===== src/cossim_pkg.sv =====
package cossim_pkg;

    // Field widths
    localparam int ID_W     = 24;
    localparam int WEIGHT_W = 16;
    localparam int SIM_W    = 16;

    // Default vector length limit
    localparam int DEF_MAX_TERMS = 64;

    // Sequencer lengths of the score calculation
    localparam int MULT_STEPS = 8;    // two products, four partial products each
    localparam int DIV_STEPS  = 31;   // one quotient bit per step
    localparam int SQRT_STEPS = 16;   // one root bit per step
    localparam int STEP_W     = 5;
    localparam int MUL_IDX_W  = 3;

    // Divider and square root widths
    localparam int QUOT_W = 31;
    localparam int RAD_W  = 32;
    localparam int ROOT_W = 16;
    localparam int REM_W  = 19;

    localparam logic [SIM_W-1:0] SIM_POS_MAX = 16'h7FFF;

    // Commands from the controller to the datapath
    typedef struct packed {
        logic                 acc_en;
        logic                 mul_en;
        logic [MUL_IDX_W-1:0] mul_idx;
        logic                 div_en;
        logic                 div_first;
        logic                 sqrt_en;
        logic                 sqrt_first;
        logic                 out_load;
    } cmd_t;

endpackage


===== src/cossim_ifs.sv =====
interface cossim_term_if;
    logic                                    valid;
    logic                                    ready;
    logic [cossim_pkg::ID_W-1:0]             page_id;
    logic signed [cossim_pkg::WEIGHT_W-1:0]  query_weight;
    logic signed [cossim_pkg::WEIGHT_W-1:0]  page_weight;
    logic                                    last_term;

    modport source (output valid, page_id, query_weight, page_weight, last_term,
                    input ready);
    modport sink (input valid, page_id, query_weight, page_weight, last_term,
                  output ready);
endinterface

interface cossim_result_if;
    logic                                 valid;
    logic                                 ready;
    logic [cossim_pkg::ID_W-1:0]          result_page_id;
    logic signed [cossim_pkg::SIM_W-1:0]  similarity;
    logic                                 zero_norm;
    logic                                 too_many_terms;

    modport source (output valid, result_page_id, similarity, zero_norm, too_many_terms,
                    input ready);
    modport sink (input valid, result_page_id, similarity, zero_norm, too_many_terms,
                  output ready);
endinterface


===== src/cossim_ctrl.sv =====
module cossim_ctrl (
    input  logic              clk,
    input  logic              rst_n,
    input  logic              in_valid,
    input  logic              in_last,
    output logic              in_ready,
    output logic              out_valid,
    input  logic              out_ready,
    output cossim_pkg::cmd_t  cmd
);

    typedef enum logic [4:0] {
        ST_ACCUM  = 5'b00001,
        ST_MULT   = 5'b00010,
        ST_DIV    = 5'b00100,
        ST_SQRT   = 5'b01000,
        ST_FINISH = 5'b10000
    } state_t;

    localparam logic [cossim_pkg::STEP_W-1:0] MULT_LAST =
        cossim_pkg::STEP_W'(cossim_pkg::MULT_STEPS - 1);
    localparam logic [cossim_pkg::STEP_W-1:0] DIV_LAST =
        cossim_pkg::STEP_W'(cossim_pkg::DIV_STEPS - 1);
    localparam logic [cossim_pkg::STEP_W-1:0] SQRT_LAST =
        cossim_pkg::STEP_W'(cossim_pkg::SQRT_STEPS - 1);

    state_t                          state_reg, state_next;
    logic [cossim_pkg::STEP_W-1:0]   step_reg, step_next;
    logic                            out_valid_reg, out_valid_next;

    assign in_ready  = (state_reg == ST_ACCUM);
    assign out_valid = out_valid_reg;

    // Sequencer
    always_comb
    begin
        state_next = state_reg;
        step_next  = step_reg;
        cmd        = '0;
        case (state_reg)
            ST_ACCUM:
            begin
                cmd.acc_en = in_valid;
                step_next  = '0;
                if (in_valid && in_last)
                begin
                    state_next = ST_MULT;
                end
            end
            ST_MULT:
            begin
                cmd.mul_en  = 1'b1;
                cmd.mul_idx = step_reg[cossim_pkg::MUL_IDX_W-1:0];
                if (step_reg == MULT_LAST)
                begin
                    step_next  = '0;
                    state_next = ST_DIV;
                end
                else
                begin
                    step_next = step_reg + 1'b1;
                end
            end
            ST_DIV:
            begin
                cmd.div_en    = 1'b1;
                cmd.div_first = (step_reg == '0);
                if (step_reg == DIV_LAST)
                begin
                    step_next  = '0;
                    state_next = ST_SQRT;
                end
                else
                begin
                    step_next = step_reg + 1'b1;
                end
            end
            ST_SQRT:
            begin
                cmd.sqrt_en    = 1'b1;
                cmd.sqrt_first = (step_reg == '0);
                if (step_reg == SQRT_LAST)
                begin
                    step_next  = '0;
                    state_next = ST_FINISH;
                end
                else
                begin
                    step_next = step_reg + 1'b1;
                end
            end
            ST_FINISH:
            begin
                // wait for the result register to free up
                if (!out_valid_reg || out_ready)
                begin
                    cmd.out_load = 1'b1;
                    state_next   = ST_ACCUM;
                end
            end
            default:
            begin
                state_next = ST_ACCUM;
                step_next  = '0;
            end
        endcase
    end

    // Result beat valid
    always_comb
    begin
        out_valid_next = out_valid_reg;
        if (cmd.out_load)
        begin
            out_valid_next = 1'b1;
        end
        else if (out_ready)
        begin
            out_valid_next = 1'b0;
        end
    end

    always_ff @(posedge clk or negedge rst_n)
    begin
        if (!rst_n)
        begin
            state_reg     <= ST_ACCUM;
            step_reg      <= '0;
            out_valid_reg <= 1'b0;
        end
        else
        begin
            state_reg     <= state_next;
            step_reg      <= step_next;
            out_valid_reg <= out_valid_next;
        end
    end

endmodule


===== src/cossim_datapath.sv =====
module cossim_datapath #(
    parameter int MAX_TERMS = cossim_pkg::DEF_MAX_TERMS
) (
    input  logic                                   clk,
    input  logic                                   rst_n,
    input  cossim_pkg::cmd_t                       cmd,
    input  logic [cossim_pkg::ID_W-1:0]            page_id,
    input  logic signed [cossim_pkg::WEIGHT_W-1:0] query_weight,
    input  logic signed [cossim_pkg::WEIGHT_W-1:0] page_weight,
    output logic [cossim_pkg::ID_W-1:0]            result_page_id,
    output logic signed [cossim_pkg::SIM_W-1:0]    similarity,
    output logic                                   zero_norm,
    output logic                                   too_many_terms
);

    localparam int PROD_W = 2 * cossim_pkg::WEIGHT_W;
    localparam int CNT_W  = $clog2(MAX_TERMS + 1);
    localparam int SUM_W  = PROD_W - 1 + CNT_W;
    localparam int HALF_W = (SUM_W + 1) / 2;
    localparam int OPND_W = 2 * HALF_W;
    localparam int ACC_W  = 4 * HALF_W;
    localparam logic [CNT_W-1:0] MAX_CNT = CNT_W'(MAX_TERMS);

    localparam int QUOT_W = cossim_pkg::QUOT_W;
    localparam int RAD_W  = cossim_pkg::RAD_W;
    localparam int ROOT_W = cossim_pkg::ROOT_W;
    localparam int REM_W  = cossim_pkg::REM_W;
    localparam int SIM_W  = cossim_pkg::SIM_W;

    // Running sums
    logic signed [SUM_W-1:0] dot_reg, dot_next;
    logic [SUM_W-1:0]        qnorm_reg, qnorm_next;
    logic [SUM_W-1:0]        pnorm_reg, pnorm_next;
    logic [CNT_W-1:0]        count_reg, count_next;
    logic                    ovf_reg, ovf_next;
    logic [cossim_pkg::ID_W-1:0] id_reg;

    logic signed [PROD_W-1:0] prod_qp, prod_qq, prod_pp;

    // Score calculation
    logic [ACC_W-1:0]  m_acc_reg, y_acc_reg;
    logic [ACC_W-1:0]  div_rem_reg;
    logic [QUOT_W-1:0] quot_reg;
    logic [RAD_W-1:0]  rad_reg;
    logic [REM_W-1:0]  sq_rem_reg;
    logic [ROOT_W-1:0] root_reg;

    // Term products
    assign prod_qp = query_weight * page_weight;
    assign prod_qq = query_weight * query_weight;
    assign prod_pp = page_weight * page_weight;

    // Accumulate a term, drop it past the limit, clear on result load
    always_comb
    begin
        dot_next   = dot_reg;
        qnorm_next = qnorm_reg;
        pnorm_next = pnorm_reg;
        count_next = count_reg;
        ovf_next   = ovf_reg;
        if (cmd.out_load)
        begin
            dot_next   = '0;
            qnorm_next = '0;
            pnorm_next = '0;
            count_next = '0;
            ovf_next   = 1'b0;
        end
        else if (cmd.acc_en)
        begin
            if (count_reg < MAX_CNT)
            begin
                dot_next   = dot_reg + SUM_W'(prod_qp);
                qnorm_next = qnorm_reg + SUM_W'(unsigned'(prod_qq));
                pnorm_next = pnorm_reg + SUM_W'(unsigned'(prod_pp));
                count_next = count_reg + 1'b1;
            end
            else
            begin
                ovf_next = 1'b1;
            end
        end
    end

    always_ff @(posedge clk or negedge rst_n)
    begin
        if (!rst_n)
        begin
            dot_reg   <= '0;
            qnorm_reg <= '0;
            pnorm_reg <= '0;
            count_reg <= '0;
            ovf_reg   <= 1'b0;
        end
        else
        begin
            dot_reg   <= dot_next;
            qnorm_reg <= qnorm_next;
            pnorm_reg <= pnorm_next;
            count_reg <= count_next;
            ovf_reg   <= ovf_next;
        end
    end

    always_ff @(posedge clk)
    begin
        if (cmd.acc_en)
        begin
            id_reg <= page_id;
        end
    end

    // Shared half-width multiplier: dot^2 then qnorm*pnorm
    logic [SUM_W-1:0]    dot_mag;
    logic [OPND_W-1:0]   opnd_a, opnd_b;
    logic [HALF_W-1:0]   half_a, half_b;
    logic [OPND_W-1:0]   part_prod;
    logic [ACC_W-1:0]    part_shift;
    logic [ACC_W-1:0]    acc_base;
    logic [ACC_W-1:0]    acc_sum;

    assign dot_mag = dot_reg[SUM_W-1] ? SUM_W'(-dot_reg) : SUM_W'(dot_reg);

    always_comb
    begin
        opnd_a    = cmd.mul_idx[2] ? OPND_W'(qnorm_reg) : OPND_W'(dot_mag);
        opnd_b    = cmd.mul_idx[2] ? OPND_W'(pnorm_reg) : OPND_W'(dot_mag);
        half_a    = cmd.mul_idx[1] ? opnd_a[OPND_W-1:HALF_W] : opnd_a[HALF_W-1:0];
        half_b    = cmd.mul_idx[0] ? opnd_b[OPND_W-1:HALF_W] : opnd_b[HALF_W-1:0];
        part_prod = half_a * half_b;
        case (cmd.mul_idx[1:0])
            2'b00:   part_shift = ACC_W'(part_prod);
            2'b01:   part_shift = ACC_W'(part_prod) << HALF_W;
            2'b10:   part_shift = ACC_W'(part_prod) << HALF_W;
            2'b11:   part_shift = ACC_W'(part_prod) << (2 * HALF_W);
            default: part_shift = ACC_W'(part_prod);
        endcase
        // first partial product starts the accumulation
        if (cmd.mul_idx[1:0] == 2'b00)
        begin
            acc_base = '0;
        end
        else
        begin
            acc_base = cmd.mul_idx[2] ? y_acc_reg : m_acc_reg;
        end
        acc_sum = acc_base + part_shift;
    end

    always_ff @(posedge clk)
    begin
        if (cmd.mul_en)
        begin
            if (cmd.mul_idx[2])
            begin
                y_acc_reg <= acc_sum;
            end
            else
            begin
                m_acc_reg <= acc_sum;
            end
        end
    end

    // Restoring divider: quotient = floor(dot^2 * 2^30 / (qnorm*pnorm))
    logic [ACC_W:0]    div_cur;
    logic [ACC_W:0]    div_diff;
    logic              div_ge;

    assign div_cur  = cmd.div_first ? {1'b0, m_acc_reg} : {div_rem_reg, 1'b0};
    assign div_diff = div_cur - {1'b0, y_acc_reg};
    assign div_ge   = (div_cur >= {1'b0, y_acc_reg});

    always_ff @(posedge clk)
    begin
        if (cmd.div_en)
        begin
            div_rem_reg <= div_ge ? div_diff[ACC_W-1:0] : div_cur[ACC_W-1:0];
            quot_reg    <= {quot_reg[QUOT_W-2:0], div_ge};
        end
    end

    // Digit-by-digit square root of the quotient, one root bit per step
    logic [RAD_W-1:0]  rad_cur;
    logic [REM_W-1:0]  sq_rem_cur;
    logic [ROOT_W-1:0] root_cur;
    logic [REM_W-1:0]  sq_rem_shift;
    logic [REM_W-1:0]  sq_trial;
    logic              sq_ge;

    always_comb
    begin
        rad_cur      = cmd.sqrt_first ? {1'b0, quot_reg} : rad_reg;
        sq_rem_cur   = cmd.sqrt_first ? '0 : sq_rem_reg;
        root_cur     = cmd.sqrt_first ? '0 : root_reg;
        sq_rem_shift = {sq_rem_cur[REM_W-3:0], rad_cur[RAD_W-1:RAD_W-2]};
        sq_trial     = {1'b0, root_cur, 2'b01};
        sq_ge        = (sq_rem_shift >= sq_trial);
    end

    always_ff @(posedge clk)
    begin
        if (cmd.sqrt_en)
        begin
            rad_reg    <= {rad_cur[RAD_W-3:0], 2'b00};
            sq_rem_reg <= sq_ge ? (sq_rem_shift - sq_trial) : sq_rem_shift;
            root_reg   <= {root_cur[ROOT_W-2:0], sq_ge};
        end
    end

    // Sign, saturation and zero-norm override
    logic             norm_zero;
    logic [SIM_W-1:0] sim_val;

    always_comb
    begin
        norm_zero = (qnorm_reg == '0) || (pnorm_reg == '0);
        if (norm_zero)
        begin
            sim_val = '0;
        end
        else if (dot_reg[SUM_W-1])
        begin
            sim_val = SIM_W'(~root_reg + 1'b1);
        end
        else if (root_reg[ROOT_W-1])
        begin
            sim_val = cossim_pkg::SIM_POS_MAX;
        end
        else
        begin
            sim_val = SIM_W'(root_reg);
        end
    end

    // Result register
    always_ff @(posedge clk)
    begin
        if (cmd.out_load)
        begin
            result_page_id <= id_reg;
            similarity     <= signed'(sim_val);
            zero_norm      <= norm_zero;
            too_many_terms <= ovf_reg;
        end
    end

endmodule


===== src/cosine_similarity_scorer_top.sv =====
// Cosine similarity scorer. Each term beat carries a query weight and a page
// weight (signed Q1.15); the block sums the dot product and both squared norms
// exactly and, on the beat marked last, returns the page id with
// dot / sqrt(qnorm * pnorm) in signed Q1.15, truncated toward zero and held to
// 32767 at the top. A zero norm gives 0 with zero_norm set; terms past
// MAX_TERMS are dropped and flagged. Term beats that are not last are taken one
// per cycle. A last beat starts the score calculation: dot^2 and qnorm*pnorm on
// a shared half-width multiplier (four partial products each), then restoring
// division and square root, then the load of the result register; term input
// reopens once that load is done, and the load waits while a previous result
// waits to be taken. Terms of the next vector stream in while a finished
// result sits in the output register.
module cosine_similarity_scorer_top #(
    parameter int MAX_TERMS = cossim_pkg::DEF_MAX_TERMS
) (
    input  logic             clk,
    input  logic             rst_n,
    cossim_term_if.sink      term,
    cossim_result_if.source  result
);

    cossim_pkg::cmd_t cmd;

    cossim_ctrl u_ctrl (
        .clk       (clk),
        .rst_n     (rst_n),
        .in_valid  (term.valid),
        .in_last   (term.last_term),
        .in_ready  (term.ready),
        .out_valid (result.valid),
        .out_ready (result.ready),
        .cmd       (cmd)
    );

    cossim_datapath #(
        .MAX_TERMS (MAX_TERMS)
    ) u_datapath (
        .clk            (clk),
        .rst_n          (rst_n),
        .cmd            (cmd),
        .page_id        (term.page_id),
        .query_weight   (term.query_weight),
        .page_weight    (term.page_weight),
        .result_page_id (result.result_page_id),
        .similarity     (result.similarity),
        .zero_norm      (result.zero_norm),
        .too_many_terms (result.too_many_terms)
    );

endmodule


===== src/flat_wrapper.sv =====
// flat-port wrapper written by rule: the top's interface ports become plain ports
module cosine_similarity_scorer_top_flat 
#(
    parameter int MAX_TERMS = cossim_pkg::DEF_MAX_TERMS
)
  (clk, rst_n, term_valid, term_page_id, term_query_weight, term_page_weight, term_last_term, term_ready, result_valid, result_result_page_id, result_similarity, result_zero_norm, result_too_many_terms, result_ready);
  cossim_term_if term_i ();
  cossim_result_if result_i ();
  input  logic clk;
  input  logic rst_n;
  input wire logic [$bits(term_i.valid)-1:0] term_valid;
  input wire logic [$bits(term_i.page_id)-1:0] term_page_id;
  input wire logic [$bits(term_i.query_weight)-1:0] term_query_weight;
  input wire logic [$bits(term_i.page_weight)-1:0] term_page_weight;
  input wire logic [$bits(term_i.last_term)-1:0] term_last_term;
  output wire logic [$bits(term_i.ready)-1:0] term_ready;
  output wire logic [$bits(result_i.valid)-1:0] result_valid;
  output wire logic [$bits(result_i.result_page_id)-1:0] result_result_page_id;
  output wire logic [$bits(result_i.similarity)-1:0] result_similarity;
  output wire logic [$bits(result_i.zero_norm)-1:0] result_zero_norm;
  output wire logic [$bits(result_i.too_many_terms)-1:0] result_too_many_terms;
  input wire logic [$bits(result_i.ready)-1:0] result_ready;
  assign term_i.valid = term_valid;
  assign term_i.page_id = term_page_id;
  assign term_i.query_weight = term_query_weight;
  assign term_i.page_weight = term_page_weight;
  assign term_i.last_term = term_last_term;
  assign term_ready = term_i.ready;
  assign result_valid = result_i.valid;
  assign result_result_page_id = result_i.result_page_id;
  assign result_similarity = result_i.similarity;
  assign result_zero_norm = result_i.zero_norm;
  assign result_too_many_terms = result_i.too_many_terms;
  assign result_i.ready = result_ready;
  cosine_similarity_scorer_top #(.MAX_TERMS(MAX_TERMS)) u_core (.clk(clk), .rst_n(rst_n), .term(term_i), .result(result_i));
endmodule

===== config.mk =====
export PLATFORM = sky130hd
export DESIGN_NAME = cosine_similarity_scorer_top_flat
export DESIGN_NICKNAME = d
export VERILOG_FILES = /design/src/cossim_pkg.sv /design/src/cossim_ifs.sv /design/src/cossim_ctrl.sv /design/src/cossim_datapath.sv /design/src/cosine_similarity_scorer_top.sv /design/src/flat_wrapper.sv
export SDC_FILE = /design/constraint.sdc
export NUM_CORES = 2
export LEC_CHECK = 0
export BUFFER_PORTS_ARGS = -buffer_cell sky130_fd_sc_hd__buf_2
export CAP_MARGIN = 0
export CORE_MARGIN = 2
export CORE_UTILIZATION = 35
export DETAILED_ROUTE_END_ITERATION = 8
export GPL_TIMING_DRIVEN = 0
export HOLD_SLACK_MARGIN = 0.12
export PLACE_DENSITY_LB_ADDON = 0.08
export SLEW_MARGIN = 40
export SYNTH_ARGS = -nofsm -noshare
export SYNTH_HDL_FRONTEND = slang
export SYNTH_SLANG_ARGS = --single-unit

===== constraint.sdc =====
create_clock -name clk -period 16.54 [get_ports clk]
set_clock_uncertainty 0.15 [all_clocks]
set_input_delay 0 -clock clk [delete_from_list [all_inputs] [get_ports clk]]
set_output_delay 0 -clock clk [all_outputs]
set_load 0.03 [all_outputs]

==> out/summary.log <==
INFO  setup_path     crit_family=compound AO/OA/AOI/OAI gates
INFO  clocking       cts_inserted_buffers=61
INFO  timing         period_share=90.16%
INFO  clocking       ctsRootBufferMaster=clkbuf_16
INFO  timing         number_of_hold_violations_in_the_final_report=0
INFO  synth          ys_types=96
INFO  synth          synth_async_reset_ratio=25.53%
INFO  global_route   grt_pass1_wl=408200um
INFO  floorplan      fp.dieH=472.4um
INFO  clocking       cts.path.max_buffers=3
INFO  synth          synthesis.yosys.warnings=0
INFO  setup_path     startpoint_of_the_most_critical_register_to_register_path=u_core.u_datapath.dot_reg[3]$_DFFE_PN0P_
INFO  synth          synthesis.instances=8575
INFO  synth          synth_seq_area_share=19.51%
INFO  clocking       cts_post_setup_buffers_inserted=0
INFO  timing         timing.final.setup_violations=0
INFO  clocking       clkLatencyLatePin=0.71ns
INFO  setup_path     cpPeakStageDelay=0.64ns
INFO  cells_and_area post_route_cells_drive_above_1_share=5.401%
INFO  drt            routed_wl=270600um
INFO  drt            dr_wl_cell=23.08um
INFO  floorplan      die_w=472.4um
INFO  timing         worst_pin_slew=0.9608ns
INFO  setup_path     worst-setup-path-type=flop to flop
INFO  timing         setup_repair_after_global_routing_missed_its_margin=false
INFO  setup_path     critical_path_maximum_fanout=10
INFO  cells_and_area layout_overhead_on_the_synthesized_area=10.17%
INFO  cells_and_area num-nets-final=10610
INFO  synth          synthesis.area=76770um2
INFO  synth          synthFlopType=edfxtp_1
INFO  floorplan      io_pins=105
INFO  drt            drtAntennaViolNets=0
INFO  clocking       tritoncts=done
INFO  global_route   grt_usage=24.28%
INFO  setup_path     cpMaxStageDelayCell=a21oi_2
INFO  floorplan      core_area=217600um2
INFO  setup_path     reg2reg_end=u_core.u_datapath.m_acc_reg[74]$_DFFE_PP_
INFO  synth          synthDominantAreaCellType=fa_1
INFO  global_route   number_of_global_route_vias_before_repair=63730
INFO  setup_path     startpoint_types=flop
INFO  drt            detailroute.via_count=60196
INFO  synth          commonest_cells_post_synth=inv_1, nand2_1, fa_1
INFO  global_route   antenna_found_initial=8
INFO  timing         setup-tns-final=0ns
INFO  setup_path     arrival_time_reported_for_the_critical_path_endpoint=15.31ns
INFO  synth          yosys_register_bits=521
INFO  synth          yosys.cell_count.top_type=inv_1
INFO  floorplan      die_area=223100um2
INFO  timing         slew_violations=0
INFO  setup_path     path_common_cell=fa_1
INFO  clocking       tritoncts_num_sinks=521
INFO  clocking       path_clk_slew=0.06ns
INFO  global_route   grt_start_max_net_pins=66
INFO  run_status     outcome=complete, no violations
INFO  setup_path     ff2ff_path_depth=46
INFO  drt            drt_iter0_markers=3693
INFO  synth          synth_enable_flop_cells=388
INFO  placement      globalplace.congestion=0.9663
INFO  setup_path     crit_path_end_kind=flop
INFO  clocking       ctsHtreeMaxLevel=2
INFO  setup_path     worstPathBufferInverterCount=7
INFO  drt            drc=0
INFO  floorplan      floorplan.initialDensity=35.28%
INFO  synth          syn_avg_cell_area=8.953um2
INFO  floorplan      placement_rows=171
INFO  synth          post-synth-top-area-fraction=28.47%
INFO  setup_path     critPathRequiredTime=16.94ns
INFO  setup_path     worst-r2r-setup-slack=1.63ns
INFO  placement      detailedPlacementHpwl=225200um
INFO  global_route   grt-ovfl-total=0
INFO  drt            first_pass_iters=6
INFO  drt            post_drt_via_cell_ratio=5.134
INFO  timing         fmax=67.06MHz
INFO  min_path       hp-class=primary input to async pin
INFO  synth          synth_nets=10368
INFO  flow_run       timing.max_cap.violations=0
INFO  timing         post-route-min-period=14.91ns
INFO  timing         worst_slew_margin_rel=35.95%
INFO  synth          synth.area.top_cells=fa_1, edfxtp_1, ha_1
INFO  placement      io_buffers=94
cells in the final DEF (no fill, tap or decap), types with 132 or more instances in the layout:
cell type,instances
inv_1,1458
nand2_1,1314
fa_1,1091
ha_1,638
a21oi_1,420
nor2_1,413
edfxtp_1,388
o21ai_0,348
xnor2_1,269
and2_1,264
clkbuf_1,234
a21o_1,220
nand3_1,155
xor2_1,135
dfrtp_1,132
layout make-up:
class	instances	area, um2
diodes	3	7.507
plain buffers	345	1425
clock buffers	63	1534
clock inverters	52	773.2
fillers	22196	133000
inverters	1474	5545
multi-input cells	6235	55240
flip-flops and latches	521	14980
well taps	2854	3571
repair buffers	179	1513
timing repair:
item / 4_1_cts / 5_1_grt
hold endpoints to repair: 196 / 0
hold buffers: 60 / 0
resized for setup: 0 / 0
setup endpoints to repair: 0 / 0
how the worst max path moves through the flow:
stage / from / endpoint / cells after the start
3_3_place_gp: u_core.u_ctrl.state_reg[4]$_DFFE_PN0P_ / u_core.u_datapath.y_acc_reg[74]$_DFFE_PP_ / 46
2_1_floorplan: u_core.u_datapath.dot_reg[3]$_DFFE_PN0P_ / u_core.u_datapath.m_acc_reg[74]$_DFFE_PP_ / 48
4_1_cts: u_core.u_datapath.dot_reg[3]$_DFFE_PN0P_ / u_core.u_datapath.m_acc_reg[74]$_DFFE_PP_ / 47
6_report: u_core.u_datapath.dot_reg[3]$_DFFE_PN0P_ / u_core.u_datapath.m_acc_reg[74]$_DFFE_PP_ / 46
3_5_place_dp: u_core.u_datapath.dot_reg[3]$_DFFE_PN0P_ / u_core.u_datapath.m_acc_reg[74]$_DFFE_PP_ / 46
5_1_grt: u_core.u_datapath.dot_reg[3]$_DFFE_PN0P_ / u_core.u_datapath.m_acc_reg[74]$_DFFE_PP_ / 43
worst register-to-register path: cells and delay by family (launching register included):
| family | cells | cell delay (ns) |
|---|---|---|
| compound gates | 17 | 5.09 |
| fa+ha+maj | 8 | 3.80 |
| simple gates | 11 | 2.98 |
| buf+inv | 7 | 1.23 |
| xor+xnor | 2 | 0.66 |
| flops | 1 | 0.49 |
| mux | 1 | 0.39 |
per-layer routing:
layer  vias up  global-route usage [%]  share of wire, %
met5         -                       0             0.014
met4         6                   9.314               4.5
met3       410                   2.323               3.8
met2      1322                   41.64                48
met1     30261                   31.56                43
li1      28197                       -                 -
kinds of logic (layout without fill, tap and decap cells):
| family | count (synthesis) | after routing | share of synthesized area, % |
|---|---|---|---|
| compound gates | 1456 | 1456 | 11.91 |
| other cells | 0 | 3 | 0 |
| mux | 54 | 54 | 0.7806 |
| simple gates | 2582 | 2582 | 15.25 |
| flops | 521 | 521 | 19.51 |
| buf+inv | 1819 | 2113 | 8.954 |
| fa+ha+maj | 1732 | 1732 | 38.90 |
| xor+xnor | 411 | 411 | 4.689 |
metrics by stage:
stage          hold WS (ns)  utilization, %  setup slack [ns]  instance area (um2)  std cells
6_report             0.1978           38.87             1.627                84590      11726
5_1_grt              0.1981           38.87            0.9410                84580      11724
4_1_cts              0.1644           38.86             1.781                84560      11722
3_5_place_dp        -0.3544           37.53             1.854                81650      11547
3_3_place_gp        0.02711           37.14             1.013                80820      11523
2_1_floorplan       -0.4456               -             4.801                76770       8575
Power is left out: the tool's default activity adds up to more than one toggle a clock period on the data nets, which glitch-free logic cannot reach.
